[src/hdl/dpr_pkg.sv]
`timescale 1ns / 1ps
`default_nettype none

package dpr_pkg;

  // Default pixel coordinate width (column and row).
  localparam int COORD_BITS_DEF = 12;

  // Register widths.
  localparam int BASE_W  = 32;
  localparam int FOCAL_W = 20;
  localparam int MIN_W   = 12;
  localparam int RANGE_W = 31;
  localparam int CFG_W   = 32;
  localparam int CFG_IDX_W = 3;

  // Field widths.
  localparam int DISP_W  = 16;
  localparam int COLOR_W = 8;
  localparam int POS_W   = 32;

  // Divider geometry: divisor magnitude, multiplier operand, quotient bits.
  localparam int DEN_W = 20;
  localparam int MUL_W = 32;
  localparam int QUO_W = 33;

  // Divider stages: round, range check, one stage per quotient bit, saturate.
  localparam int DIV_LAT  = QUO_W + 3;
  // Whole pipe: operand stage, multiply stage, divider.
  localparam int PIPE_LAT = DIV_LAT + 2;

  localparam logic [POS_W-1:0] SAT_POS = 32'h7FFF_FFFF;
  localparam logic [POS_W-1:0] SAT_NEG = 32'h8000_0000;

  typedef enum logic [CFG_IDX_W-1:0] {
    REG_BASELINE  = 3'd0,
    REG_FOCAL     = 3'd1,
    REG_CENTER_X  = 3'd2,
    REG_CENTER_Y  = 3'd3,
    REG_MIN_DISP  = 3'd4,
    REG_FAR_DEPTH = 3'd5
  } cfg_reg_t;

  // Divider control: divisor magnitude and result sign.
  typedef struct packed {
    logic [DEN_W-1:0] den;
    logic             neg;
  } div_ctl_t;

endpackage

`default_nettype wire

[src/hdl/dpr_div.sv]
`timescale 1ns / 1ps
`default_nettype none

// Pipelined rounded, saturated divider: one restoring step per stage.
module dpr_div import dpr_pkg::*; #(
  parameter int NumW = 53
) (
  input  wire logic                    clk,
  input  wire logic                    en,
  input  wire logic [NumW-2:0]         prod,
  input  wire div_ctl_t                ctl,
  output logic signed [POS_W-1:0]      quo
);

  // Round stage.
  logic [NumW-1:0]  rnd_n;
  div_ctl_t         rnd_ctl;

  // Bit stages; index 0 is the range-check stage.
  logic [DEN_W-1:0] rem  [QUO_W+1];
  logic [QUO_W-1:0] low  [QUO_W+1];
  logic [QUO_W-1:0] qbit [QUO_W+1];
  div_ctl_t         sctl [QUO_W+1];
  logic             ovf  [QUO_W+1];
  logic             zz   [QUO_W+1];

  always_ff @(posedge clk) begin
    if (en) begin
      rnd_n   <= {1'b0, prod} + NumW'(ctl.den >> 1);
      rnd_ctl <= ctl;
    end
  end

  // Quotient of 2^QUO_W or more saturates anyway; zero over zero gives zero.
  always_ff @(posedge clk) begin
    if (en) begin
      rem[0]  <= DEN_W'(rnd_n >> QUO_W);
      low[0]  <= rnd_n[QUO_W-1:0];
      qbit[0] <= '0;
      sctl[0] <= rnd_ctl;
      ovf[0]  <= (rnd_n >> QUO_W) >= NumW'(rnd_ctl.den);
      zz[0]   <= (rnd_ctl.den == '0) && (rnd_n == '0);
    end
  end

  for (genvar i = 0; i < QUO_W; i++) begin : g_step
    logic [DEN_W:0] trial;
    logic           fits;

    assign trial = {rem[i], low[i][QUO_W-1]};
    assign fits  = trial >= {1'b0, sctl[i].den};

    always_ff @(posedge clk) begin
      if (en) begin
        rem[i+1]  <= fits ? DEN_W'(trial - {1'b0, sctl[i].den}) : DEN_W'(trial);
        low[i+1]  <= {low[i][QUO_W-2:0], 1'b0};
        qbit[i+1] <= {qbit[i][QUO_W-2:0], fits};
        sctl[i+1] <= sctl[i];
        ovf[i+1]  <= ovf[i];
        zz[i+1]   <= zz[i];
      end
    end
  end

  always_ff @(posedge clk) begin
    if (en) begin
      priority if (zz[QUO_W]) begin
        quo <= '0;
      end else if (ovf[QUO_W]) begin
        quo <= sctl[QUO_W].neg ? SAT_NEG : SAT_POS;
      end else if (sctl[QUO_W].neg) begin
        quo <= (qbit[QUO_W] > {1'b0, SAT_NEG}) ? SAT_NEG
                                               : POS_W'(QUO_W'(0) - qbit[QUO_W]);
      end else begin
        quo <= (qbit[QUO_W] > {1'b0, SAT_POS}) ? SAT_POS : qbit[QUO_W][POS_W-1:0];
      end
    end
  end

endmodule

`default_nettype wire

[config.mk]
export PLATFORM = sky130hd
export DESIGN_NAME = dpr_div
export DESIGN_NICKNAME = d
export VERILOG_FILES = /design/src/hdl/dpr_pkg.sv /design/src/hdl/dpr_div.sv
export SDC_FILE = /design/constraint.sdc
export NUM_CORES = 2
export LEC_CHECK = 0
export ABC_AREA = 1
export BUFFER_PORTS_ARGS = -buffer_cell sky130_fd_sc_hd__buf_2
export CELL_PAD_IN_SITES_DETAIL_PLACEMENT = 0
export CELL_PAD_IN_SITES_GLOBAL_PLACEMENT = 1
export CORE_UTILIZATION = 50
export DETAILED_ROUTE_END_ITERATION = 8
export GPL_TIMING_DRIVEN = 0
export PLACE_DENSITY_LB_ADDON = 0.08
export REMOVE_ABC_BUFFERS = 1
export SYNTH_ARGS = -nofsm -noshare
export SYNTH_HDL_FRONTEND = slang
export SYNTH_SLANG_ARGS = --single-unit
[constraint.sdc]
create_clock -name clk -period 2.3 [get_ports clk]
set_input_delay 0.345 -clock clk [delete_from_list [all_inputs] [get_ports clk]]
set_output_delay 0.345 -clock clk [all_outputs]
set_load 0.02 [all_outputs]
==> Word-level counts from Yosys, hierarchy flattened <==
Memory sizes are Yosys's and may differ from the RTL's.
Cells that the tools add are included.
{ "totals": {"output_inout_bits": 32, "memories": 6, "ramBits": 3706, "inputBits": 75, "regBits": 106, "elab_cells": 124} }
{ "mem_list": {"columns": ["memory", "words", "width", "read_ports", "rd_ports_with_merged_regs", "write_ports", "line", "text"], "rows": [
  ["low", 34, 33, 33, 0, 34, "dpr_div.sv:21", "logic [QUO_W-1:0] low [QUO_W+1];"],
  ["qbit", 34, 33, 34, 0, 34, "dpr_div.sv:22", "logic [QUO_W-1:0] qbit [QUO_W+1];"],
  ["sctl", 34, 21, 34, 0, 34, "dpr_div.sv:23", "div_ctl_t sctl [QUO_W+1];"],
  ["rem", 34, 20, 33, 0, 34, "dpr_div.sv:20", "logic [DEN_W-1:0] rem [QUO_W+1];"],
  ["ovf", 34, 1, 34, 0, 34, "dpr_div.sv:24", "logic ovf [QUO_W+1];"],
  ["zz", 34, 1, 34, 0, 34, "dpr_div.sv:25", "logic zz [QUO_W+1];"]
]} }
{ "op_classes": {"n_lt_le_gt_ge": 36, "addsub": 35, "reduce_logical": 3, "muxes": 40} }
{ "ops": {"columns": ["op", "count"], "rows": [
  ["greater-or-equal comparator 21 x 20 -> 1 bit", 33],
  ["2-to-1 mux 20 bit", 33],
  ["subtractor 20 bit", 33],
  ["2-to-1 mux 32 bit", 5],
  ["adder 52 x 19 -> 53 bit", 1],
  ["logical NOT 53 bit", 1],
  ["greater-than comparator 33 x 31 -> 1 bit (second input constant)", 1],
  ["greater-than comparator 33 x 32 -> 1 bit (second input constant)", 1],
  ["subtractor 1 x 32 -> 32 bit (first input constant)", 1],
  ["greater-or-equal comparator 20 bit", 1],
  ["logical NOT 20 bit", 1],
  ["2-to-1 mux 1 bit", 2],
  ["logical AND 1 bit", 1]
]} }

==> Depth between registers and ports, before layout <==
{ "depth": {"word_depth": 4, "ltp_mapped": 15, "ltp_nobuf": 14} }

==> Least setup slack after synthesis <==
Ideal clock, no wire load.
{ "synth_timing": {"kind": "input port to flip-flop", "start": "in prod[0]", "end": "reg rnd_n[20], data pin", "t_required_ns": 2.038, "slack_ns": 0.245, "path_buffers": 0, "t_arrival_ns": 1.792, "cell_stages": 11, "setup_ns": 0.262, "path_cell_list": "ha_1 -> fa_1 -> nand3_1 -> nand3_1 -> nand2_1 -> nand2_1 -> nand2_1 -> nand2_1 -> nand2_1 -> nand2_1 -> xor2_1"} }
{ "synth_via": {"elab_chain_len": 1} }
{ "synth_rtl": {"columns": ["item", "line", "text"], "rows": [
  ["start: declaration", "dpr_div.sv:10", "input wire logic [NumW-2:0] prod,"],
  ["adder 52 x 19 -> 53 bit", "dpr_div.sv:29", "rnd_n <= {1'b0, prod} + NumW'(ctl.den >> 1);"],
  ["end signal: assignment", "dpr_div.sv:29", null],
  ["end: declaration", "dpr_div.sv:16", "logic [NumW-1:0] rnd_n;"]
]} }
No other way between the ends.
A chain may end at the register's enable or synchronous reset.

==> reports/metrics.yaml <==
critical_path:
  crit_slowest_cell: "edfxtp_1"
  crit_buf_inv: 3
  setup.worst_path.end_class: "flip-flop"
  arrival_ns: 2.92
  r2r_start: "rem[21][11]"
  cp_common_cell: "nor2_4"
  max_stage_delay_ns: 0.46
  crit_fanout: 6
  worstSetupPathType: "reg2reg"
  crit_start: "rem[21][11]"
  worstPathCellList: "ha_4 > nand2_1 > nor2_4 > inv_2 > nor2_4 > nand3_2 > nor2_4 > nor2_4 > nand2_8 > buf_12 > clkinv_8 > nand2_1 > nand2_1"
  cp-start-kind: "flip-flop"
  path_delay_family: "simple AND/OR/NAND/NOR gates"
  required_ns: 2.93
pwr:
  p_int_w: 0.129
  power_density_mw_per_mm2: 1300
  combinationalPowerShare: 0.441
  power.share.clock: 0.215
  power_leakage_nw: 70.5
  seq_power_share: 0.344
  sw_frac_of_total: 0.395
  switching_power_w: 0.0843
  ir_worst_vdd_uv: 969
cells_and_area:
  drive_above_1_share: 0.175
  stdcell_count: 18600
  layout.nets: 15700
  multi_input_area_mm2: 0.0565
  regArea_mm2: 0.0796
  num-fill-cells: 22100
  syn_to_final_growth_pct: 22.1
clock_network:
  clk_latency_ns: 0.90
  clockBufferDepth: 4
  htreeDepth: 5
  path_clk_slew_ns: 0.06
  cts_made_buffers: 285
  cts_sinks: 2650
  cts_tree: "built"
  hold_buffers: 62
  root_buffer: "clkbuf_16"
worst_hold_path:
  min_path_type: "in2reg"
  hp-start: "en"
global_routing:
  grt_max_degree: 191
  overflow: 0
  grt_pass1_wl_mm: 535
  antenna_found_initial: 7
  first_global_vias: 91500
  grt_usage: 0.257
sta:
  period_share: 0.996
  finalSetupViolations: 0
  rsz0062_at_grt: "true"
  timing.final.ws_setup_ns: 0.00864
  hold_violations: 52
  skew_ns: 0.0454
  relSlewSlack: 0.156
  fin_hold_ws_ns: -0.0842
  tightest_slew_ns: 1.27
  final.setup.tns_ns: 0
  drv_slew: 0
  min_period_ns: 2.29
  fmax_ghz: 0.436
route:
  drt_wl_total_mm: 369
  wl_per_cell_um: 19.8
  vias: 97700
  drt_first_pass_iters: 8
  drtAntennaViolNets: 0
  drt_iter0_markers: 7444
  viasPerCell: 5.24
  route.detailed.drc: 0
floorplanning:
  die-height_um: 522
  ioPinCount: 107
  die_area_mm2: 0.272
  start_util: 0.503
  core-area_mm2: 0.268
  die_width_um: 522
  rows: 190
yosys:
  synthDominantCellAreaShare: 0.589
  seq_area_frac_synth: 0.589
  yosysWarningCount: 0
  synth.area.top_cells: "edfxtp_1 59%, nand2_1 13%, ha_1 6.5%"
  async_flop_share: 0
  synth_cells: 13800
  yosysMostFrequentCell: "nand2_1"
  synthFlopType: "edfxtp_1"
  synth_top_area_cell: "edfxtp_1"
  synth.cells.most_frequent: "4670 x nand2_1, 2650 x edfxtp_1, 1956 x inv_1"
  avgSynthCellArea_um2: 9.76
  ys_ff_latch: 2650
  yosysUniqueCellTypes: 51
  synth_area_mm2: 0.135
  synth-edff-count: 2650
run_status:
  violations: "hold timing"
  outcome: "finished, violations left"
place:
  io_buffer_count: 106
  post-place-ws_ns: -2.26
  gp_congestion: 0.924
  dpl.cell_count: 17400
  hpwl_mm: 261
job:
  drv_cap: 0
logic make-up (layout without fill, tap and decap cells):
family | Yosys count | in the layout | synth area share
compound gates | 1060 | 1060 | 0.0422
xor+xnor | 342 | 342 | 0.0222
other cells | 0 | 3 | 0
flops | 2650 | 2650 | 0.589
simple gates | 6938 | 6986 | 0.213
fa+ha+maj | 734 | 734 | 0.0699
buf+inv | 2114 | 3312 | 0.0631
routing by layer:
metal  GRT usage  vias up  wire (um)
met2       0.434     2446     178000
met5           0        -          0
met3      0.0261      575      16400
met4      0.0789        0      11800
li1            -    48000          -
met1       0.349    46700     163000
placed cells by master (no fill, tap or decap), types with 167 or more instances in the layout:
cell	netlist	routed
o21ai_0	279	261
nand2_2	15	277
nand4_1	167	167
ha_4	0	425
a21oi_1	564	476
edfxtp_1	2650	2650
nand2_1	4670	4353
clkbuf_16	0	289
inv_1	1956	1892
ha_1	701	231
nor2_1	984	846
xor2_1	266	264
buf_4	61	553
nand3_1	560	519
nand3b_1	214	214
metrics by stage:
| step | total power [W] | hold WS (ns) | utilization | area, um^2 |
|---|---|---|---|---|
| 2_1_floorplan | 0.122 | 0.400 | - | 134000 |
| 3_3_place_gp | 0.137 | 0.400 | 0.518 | 139000 |
| 3_5_place_dp | 0.146 | 0.405 | 0.520 | 139000 |
| 4_1_cts | 0.198 | -0.120 | 0.573 | 154000 |
| 5_1_grt | 0.227 | -0.0898 | 0.615 | 165000 |
| 6_report | 0.214 | -0.0842 | 0.615 | 165000 |
worst reg2reg max path, delay by kind of cell (launching register included):
| kind | cells | cell delay, ns |
|---|---|---|
| buffers and inverters | 3 | 0.26 |
| flip-flops | 1 | 0.46 |
| AND/OR/NAND/NOR | 9 | 0.99 |
| adder cells (fa/ha/maj) | 1 | 0.33 |
power groups by stage:
stage / Clock, W / Sequential (W) / Combinational (W)
after floorplan: 0 / 0.0694 / 0.0525
after global placement: 0 / 0.0719 / 0.0648
after detailed placement: 0 / 0.0727 / 0.0729
after CTS: 0.0471 / 0.0721 / 0.0789
after global routing: 0.0487 / 0.0741 / 0.104
final: 0.0460 / 0.0735 / 0.0942
worst paths after layout:
kind,end,slack [ns],cells past startpoint
worst max register to register,rem[22][13],0.009,13
worst min register to register,qbit[24][16],0.38,0
worst min-delay path,qbit[13][3],-0.08,1
worst max-delay path,rem[22][13],0.009,13
area by class of cell:
cell class / instances / share of cell area
multi-input combinational: 9122 / 0.343
timing repair buffer: 791 / 0.0418
sequential: 2650 / 0.483
antenna: 3 / 0.0000455
tap: 3552 / 0.0270
clock buffer: 326 / 0.0447
timing repair inverter: 22 / 0.00121
inverter: 1998 / 0.0474
clock inverter: 175 / 0.0122
timing repair:
item,CTS,global route
buffers inserted,121,475
setup endpoints to repair,1545,744
gates resized for setup,500,1211
endpoints found under the hold margin,151,89
gates cloned,46,36
pin swaps,52,329
state kept, by name (all words and copies together), names as in the netlist:
name     cells
sctl       694
rem        660
low        561
qbit       561
rnd_n       53
ovf         34
zz          34
quo         32
rnd_ctl     21
Note: power is estimated with default switching activity, not from simulation.
